`src/sv/wrhm_pkg.sv`:
```
`timescale 1ns / 1ps
// ----------------------------------------------------------------------------
// wrhm_pkg: shared types and constants of the ripple height map
// Grid geometry, function codes, controller states, command/status structs
// and small helpers for cell addressing and the neighbor walk.
// ----------------------------------------------------------------------------
package wrhm_pkg;

	// grid geometry
	localparam int GRID_W      = 128;
	localparam int GRID_H      = 128;
	localparam int MAX_DROP    = 16;
	localparam int X_W         = (GRID_W > 1) ? $clog2(GRID_W) : 1;
	localparam int Y_W         = (GRID_H > 1) ? $clog2(GRID_H) : 1;
	localparam int CELLS       = GRID_W * GRID_H;
	localparam int CELL_W      = (CELLS > 1) ? $clog2(CELLS) : 1;
	localparam int MEM_DEPTH   = 2 * CELLS;
	localparam int MEM_W       = $clog2(MEM_DEPTH);

	// item field widths
	localparam int FUNC_W      = 3;
	localparam int SIZE_W      = 5;
	localparam int HGT_W       = 16;
	localparam int CFG_IDX_W   = 1;

	typedef logic signed [HGT_W-1:0] height_t;

	// function codes
	localparam logic [FUNC_W-1:0] FN_DROP  = 3'd0;
	localparam logic [FUNC_W-1:0] FN_STEP  = 3'd1;
	localparam logic [FUNC_W-1:0] FN_FLAT  = 3'd2;
	localparam logic [FUNC_W-1:0] FN_QUERY = 3'd3;
	localparam logic [FUNC_W-1:0] FN_READ  = 3'd4;

	// configuration register indexes
	localparam logic [CFG_IDX_W-1:0] REG_ORIGIN_X = 1'd0;
	localparam logic [CFG_IDX_W-1:0] REG_ORIGIN_Y = 1'd1;

	// per-cell phases of the wave step: 0..7 neighbors, then prev, wait, calc, write
	localparam int PH_W = 4;
	localparam logic [PH_W-1:0] PH_PREV  = 4'd8;
	localparam logic [PH_W-1:0] PH_CALC  = 4'd10;
	localparam logic [PH_W-1:0] PH_WRITE = 4'd11;

	typedef enum logic [2:0] {
		ST_INIT, ST_IDLE, ST_CLEAR, ST_DROP, ST_STEP, ST_READ, ST_DONE
	} state_t;

	typedef struct packed {
		logic cap;
		logic clr;
		logic drop;
		logic step;
		logic rd;
		logic res;
	} cmd_t;

	typedef struct packed {
		logic clr_done;
		logic drop_done;
		logic step_done;
		logic res_busy;
	} sts_t;

	// neighbor offsets: codes 0 to 3 give the edge neighbors, codes 4 to 7 the diagonals
	function automatic logic signed [1:0] nb_dx(input logic [2:0] k);
		logic signed [1:0] r;
		case (k)
			3'd2, 3'd4, 3'd6: r = -2'sd1;
			3'd3, 3'd5, 3'd7: r = 2'sd1;
			default:          r = 2'sd0;
		endcase
		return r;
	endfunction

	function automatic logic signed [1:0] nb_dy(input logic [2:0] k);
		logic signed [1:0] r;
		case (k)
			3'd0, 3'd4, 3'd7: r = -2'sd1;
			3'd1, 3'd5, 3'd6: r = 2'sd1;
			default:          r = 2'sd0;
		endcase
		return r;
	endfunction

	function automatic logic [CELL_W-1:0] cell_idx(input logic [X_W-1:0] x,
			input logic [Y_W-1:0] y);
		return CELL_W'(int'(y) * GRID_W + int'(x));
	endfunction

	function automatic logic [MEM_W-1:0] mem_addr(input logic bank,
			input logic [CELL_W-1:0] idx);
		return bank ? (MEM_W'(idx) + MEM_W'(CELLS)) : MEM_W'(idx);
	endfunction

endpackage

```
`src/sv/wrhm_ctrl.sv`:
```
`timescale 1ns / 1ps
// ----------------------------------------------------------------------------
// wrhm_ctrl: sequencing state machine
// Takes one item at a time, dispatches it to the datapath by function code
// and loads the result register when the work is done.
// ----------------------------------------------------------------------------
module wrhm_ctrl import wrhm_pkg::*; (
	input  logic              clk,
	input  logic              arst_n,
	input  logic              req_valid,
	input  logic [FUNC_W-1:0] func,
	input  logic              rsp_ready,
	input  sts_t              sts,
	output logic              req_ready,
	output cmd_t              cmd
);

	state_t state_q, state_d;
	logic   acc;

	// item accepted: idle and the result slot empty or draining
	assign acc = req_valid && (state_q == ST_IDLE) && (!sts.res_busy || rsp_ready);

	always_ff @(posedge clk or negedge arst_n) begin
		if (!arst_n) begin
			state_q <= ST_INIT;
		end else begin
			state_q <= state_d;
		end
	end

	// next state
	always_comb begin
		state_d = state_q;
		unique case (state_q)
			ST_INIT:  if (sts.clr_done) state_d = ST_IDLE;
			ST_IDLE: begin
				if (acc) begin
					case (func)
						FN_DROP: state_d = ST_DROP;
						FN_STEP: state_d = ST_STEP;
						FN_FLAT: state_d = ST_CLEAR;
						FN_READ: state_d = ST_READ;
						default: state_d = ST_DONE;
					endcase
				end
			end
			ST_CLEAR: if (sts.clr_done) state_d = ST_DONE;
			ST_DROP:  if (sts.drop_done) state_d = ST_DONE;
			ST_STEP:  if (sts.step_done) state_d = ST_DONE;
			ST_READ:  state_d = ST_DONE;
			ST_DONE:  state_d = ST_IDLE;
			default:  state_d = ST_INIT;
		endcase
	end

	// commands
	always_comb begin
		req_ready = (state_q == ST_IDLE) && (!sts.res_busy || rsp_ready);
		cmd       = '0;
		cmd.cap   = acc;
		unique case (state_q)
			ST_INIT, ST_CLEAR: cmd.clr = 1'b1;
			ST_DROP:           cmd.drop = 1'b1;
			ST_STEP:           cmd.step = 1'b1;
			ST_READ:           cmd.rd = 1'b1;
			ST_DONE:           cmd.res = 1'b1;
			default:           ;
		endcase
	end

endmodule

```
`config.mk`:
```
export PLATFORM = sky130hd
export DESIGN_NAME = wrhm_ctrl
export DESIGN_NICKNAME = d
export VERILOG_FILES = /design/src/sv/wrhm_pkg.sv /design/src/sv/wrhm_ctrl.sv
export SDC_FILE = /design/constraint.sdc
export NUM_CORES = 1
export LEC_CHECK = 0
export ABC_AREA = 1
export BUFFER_PORTS_ARGS = -buffer_cell sky130_fd_sc_hd__buf_4
export CAP_MARGIN = 20
export CORE_AREA = 5 5 42 44
export DETAILED_ROUTE_END_ITERATION = 8
export DIE_AREA = 0 0 47 49
export SYNTH_ARGS = -nofsm -noshare
export SYNTH_HDL_FRONTEND = slang
export SYNTH_SLANG_ARGS = --single-unit
export TNS_END_PERCENT = 1
```
`constraint.sdc`:
```
create_clock -name clk -period 2.3 [get_ports clk]
set_input_delay 0.345 -clock clk [delete_from_list [all_inputs] [get_ports clk]]
set_output_delay 0.345 -clock clk [all_outputs]
set_load 0.03 [all_outputs]
```
---- Word-level counts from Yosys, hierarchy flattened ----
Index checks and enable logic that the tools add are counted.
word-level totals
  output and inout port bits .............. 7
  register bits after elaboration ......... 3
  logic and storage cells ................. 36
  input port bits ......................... 11
cells by class
  muxes and demuxes ....................... 12
  eq/ne operators ......................... 14
  reduce and logical (&&, ||, !) cells .... 9
operator list
  kind                number
  $pmux 3 s7          1
  $mux 3              5
  $eq 3x3->1 const B  4
  $pmux 3 s4          1
  $ne 2x2->1 const B  5
  $eq 3x2->1 const B  3
  $eq 3x1->1 const B  2
  $logic_not 3->1     2
  $mux 1              5
  $reduce_and 5->1    1
  $logic_and 1x1->1   3
  $reduce_or 2->1     1
  $logic_not 1->1     1
  $logic_or 1x1->1    1

---- Logic depth before layout (Yosys ltp) ----
  depth in word-level cells ............... 5
  mapped depth ............................ 8
  depth with buffers taken out ............ 7

---- Worst setup path after synthesis ----
No wires, ideal clock.
  path type ............................... register to output
  from .................................... register state_q[2]
  to ...................................... output cmd[1] in the netlist's numbering
  data arrival time ....................... 1.209 ns
  required time ........................... 1.955 ns
  buffers on the path ..................... 1
  setup slack ............................. 0.746 ns
  cell stages (with the launch flop) ...... 4
  path through ............................ dfrtp_1 > buf_6 > clkinv_2 > nor3_1
RTL lines
  what                    line             RTL
  start, declared         wrhm_ctrl.sv:18  state_t state_q, state_d;
  start signal, assigned  wrhm_ctrl.sv:28  state_q <= state_d;
  end, declared           wrhm_ctrl.sv:15  output cmd_t cmd

==> flow_results.org <==
** Synthesis
- Netlist area before placement :: 361.6 µm²
- Sequential cell area fraction in the yosys report :: 20.76%
- Mean instance size in the synthesized netlist :: 5.832 µm²
- Cell types occupying the most area after synthesis :: sky130_fd_sc_hd__dfrtp_1 21%, sky130_fd_sc_hd__nand2_1 17%, sky130_fd_sc_hd__inv_1 13%
- Most area-hungry cell type in the Yosys netlist :: sky130_fd_sc_hd__dfrtp_1
- Summed over its instances, the top area cell type makes up 20.76% of the synthesized netlist area.
- The synthesized design contains 3 register bits.
- The cell count after synthesis came out at 62.
- Number of library cell types mapped by synthesis :: 18
- Yosys printed 0 warnings.
- Net count of the mapped netlist :: 73

** Placement
- Placed wire-length estimate :: 706.1 µm
- Number of cells in the design after placement :: 93
- GPL Wtd Cong :: 0.7569
- Port bufs :: 17

** Hold path
- Worst Hold Class :: in -> reg

** STA
- For the pin with the worst max-slew slack, the measured transition is 0.2998 ns.
- The final-report hold violation count came to 0.
- The total count of max-transition violations in the final report came to 0.
- Final critical delay including setup and external delays :: 1.610 ns
- Final hold slack :: 0.4011 ns
- The worst path uses 70.00% of the clock period.
- Relative slew margins :: 80.02%
- Setup violations remaining at the end of the flow were counted as 0.
- Setup repair after global routing left no endpoint under its margin.
- For this run, the top clock speed supported by timing is 621.1 MHz.
- Adding up every negative setup slack in the final design gives 0 ns.
- Worst setup skew after layout :: 0.001068 ns

** Drt
- Total length of routed wires :: 807 µm
- The pre-antenna-repair detailed-routing pass consisted of 2 iterations.
- DRC violations left :: 0
- Via-to-Cell Ratio :: 4.092
- Starting DRT DRC Count :: 1
- Average wire per standard cell :: 8.235 µm
- Count of nets left with antenna violations after detail routing :: 0
- Via count of the routed design :: 401

** Clocking
- For the worst-skew pair, the clock arrives at the later sink with an insertion delay of 0.23 ns.
- Clock tree synthesis inserted a total of 3 buffers.
- Sink Count :: 3
- CTS built an H-tree with a depth of 1.
- CTS placed an instance of sky130_fd_sc_hd__clkbuf_4 at the clock tree root.
- Clock-pin slew was measured on the worst setup and hold paths at 0.03 ns.
- TritonCTS built the clock tree.
- Counting along the longest clock path gives a buffer depth of 2.

** Floorplanning
- Width of the die :: 47 µm
- After floorplanning, the core was divided into 14 placement rows.
- Starting density of the core :: 25.80%
- Number of top-level pins :: 18
- Die ar. :: 0.002303 mm²
- Y dimension of the die :: 49 µm
- In this run the standard cell core region covers 0.001401 mm².

** Power and ir drop
- Total net switching power :: 0.3563 mW
- Fraction of power spent switching nets :: 52.43%
- Per report_power, the combinational group accounts for 66.2% of the total.
- Total internal power :: 0.3233 mW
- Maximum ir drop on the vdd rail :: 0.0004578 V
- Registers are responsible for 20.2% of the overall power.
- Dividing total power by cell area gives a power density of 1290 mW/mm².
- Leakage power :: 0.3227 nW
- In this run, the clock network consumes 13.5% of the power.

** Setup path
- Largest fanout on the critical path :: 8
- Required time at the endpoint of the critical path :: 1.96 ns
- For this design, the slowest cell found on the critical path is sky130_fd_sc_hd__dfrtp_1.
- Capturing element type of the critical path :: output port
- For this run, the slowest stage of the critical path takes 0.47 ns.
- Ordered list of cells on the worst path :: clkinv_2 > nand3_2 > nor3_1 > buf_4
- The critical path in this run is classified as reg -> out.
- At the worst endpoint, the arrival time is 1.27 ns.
- Worst setup SP type :: flip-flop

** GRT
- The first global-routing pass estimated 1476 µm of wire.
- Global routing finished with a remaining overflow of 0.
- Global routing used 8.592% of the available tracks across all layers.
- Antenna violations before repair :: 0
- Number of global-route vias before repair :: 400
- Maximum number of pins on one net before global-route repair :: 9

** Finish
- Ranked by flip-flop count, first place goes to state_q.
- After the last flow step, the layout net total stands at 94.
- Commonest non-fill, non-tap cell in the layout :: sky130_fd_sc_hd__buf_4
- Final core area utilization :: 37.59%
- Flip-flop count of the largest register after layout :: 3
- Leaving out filler cells and counting taps, the final layout contains 98.
- Ratio of cells with drive above 1 in the final layout :: 37.80%
- Commonest cells after routing, fill and taps aside :: 17 x sky130_fd_sc_hd__buf_4, 16 x sky130_fd_sc_hd__nand2_1, 13 x sky130_fd_sc_hd__inv_1
- From synthesis to final layout, the design area changed by 45.67%.
- The largest registers in the layout are state_q x3.
- Number of antenna diodes :: 0

** Run
- Max Cap Violations :: 0

** Outcome
- Outcome :: completed
==> power groups by stage <==
| stage | sequential, mW | clock (mW) | combinational [mW] |
|---|---|---|---|
| global placement | 0.137 | 0 | 0.454 |
| finish | 0.137 | 0.0921 | 0.450 |
| global route | 0.143 | 0.105 | 0.503 |
| floorplan | 0.112 | 0 | 0.374 |
| CTS | 0.138 | 0.0973 | 0.460 |
| detailed placement | 0.138 | 0 | 0.456 |
==> synth_stat cells, drive strengths merged <==
cell type and number:
o31ai 1, xnor2 1, o21ai 1, clkinv 1, inv 15, nand2 19, o21bai 1, nand3 7
buf 2, a21oi 1, dfrtp 3, nor3 2, nor2 8
==> worst paths after layout <==
kind / start / to / slack (ns) / cells past startpoint
setup / recovery: state_q[2] / cmd[5] / 0.69 / 4
hold reg to reg: state_q[0] / state_q[2] / 0.70 / 3
hold / removal: sts[3] / state_q[1] / 0.40 / 4
max in group asynchronous: arst_n / state_q[2] / 1.77 / 2
min in group asynchronous: arst_n / state_q[0] / 0.44 / 2
setup reg to reg: state_q[2] / state_q[0] / 1.12 / 7
==> critical path: cells and delay by family (launching register included) <==
family / cells / cell delay (ns)
DFF: 1 / 0.47
buffers and inverters: 2 / 0.31
and+or+nand+nor: 2 / 0.26
==> through the flow <==
step           power, mW  worst slack (ns)  area (µm²)
4_1_cts           0.6951            0.6726       526.8
2_1_floorplan     0.4858            0.7457       361.6
3_3_place_gp      0.5913            0.9521       490.5
3_5_place_dp      0.5945            0.9348       490.5
6_report          0.6796            0.6900       526.8
5_1_grt           0.7514            0.5491       526.8
==> timing repair <==
action | CTS | global route
hold endpoints to repair | 3 | 0
setup buffers | 0 | 0
hold buffers | 1 | 0
gates resized for setup | 0 | 0
==> layer usage <==
metal  vias to the layer above  track usage, %  wire length (µm)
met4                         0           5.530                 0
li1                        222               -                 -
met5                         -               0                 0
met1                       170           9.670               332
met3                         0           2.214                24
met2                         9           13.57               450
==> cell type report <==
| class | count | area, µm² |
|---|---|---|
| Clock buffer | 4 | 26.28 |
| Sequential cell | 3 | 75.07 |
| Fill cell | 161 | 874.6 |
| Timing Repair Buffer | 18 | 137.6 |
| Tap cell | 16 | 20.02 |
| Multi-Input combinational cell | 41 | 206.4 |
| Inverter | 16 | 61.31 |
==> kinds of logic after synthesis <==
kind of cell           count (synthesis)  synth area share, %
AO/OA/AOI/OAI                          4                7.959
XOR/XNOR                               1                2.423
AND/OR/NAND/NOR                       36                46.71
buffers and inverters                 18                22.15
flip-flops                             3                20.76
(Power assumes the default switching activity.)
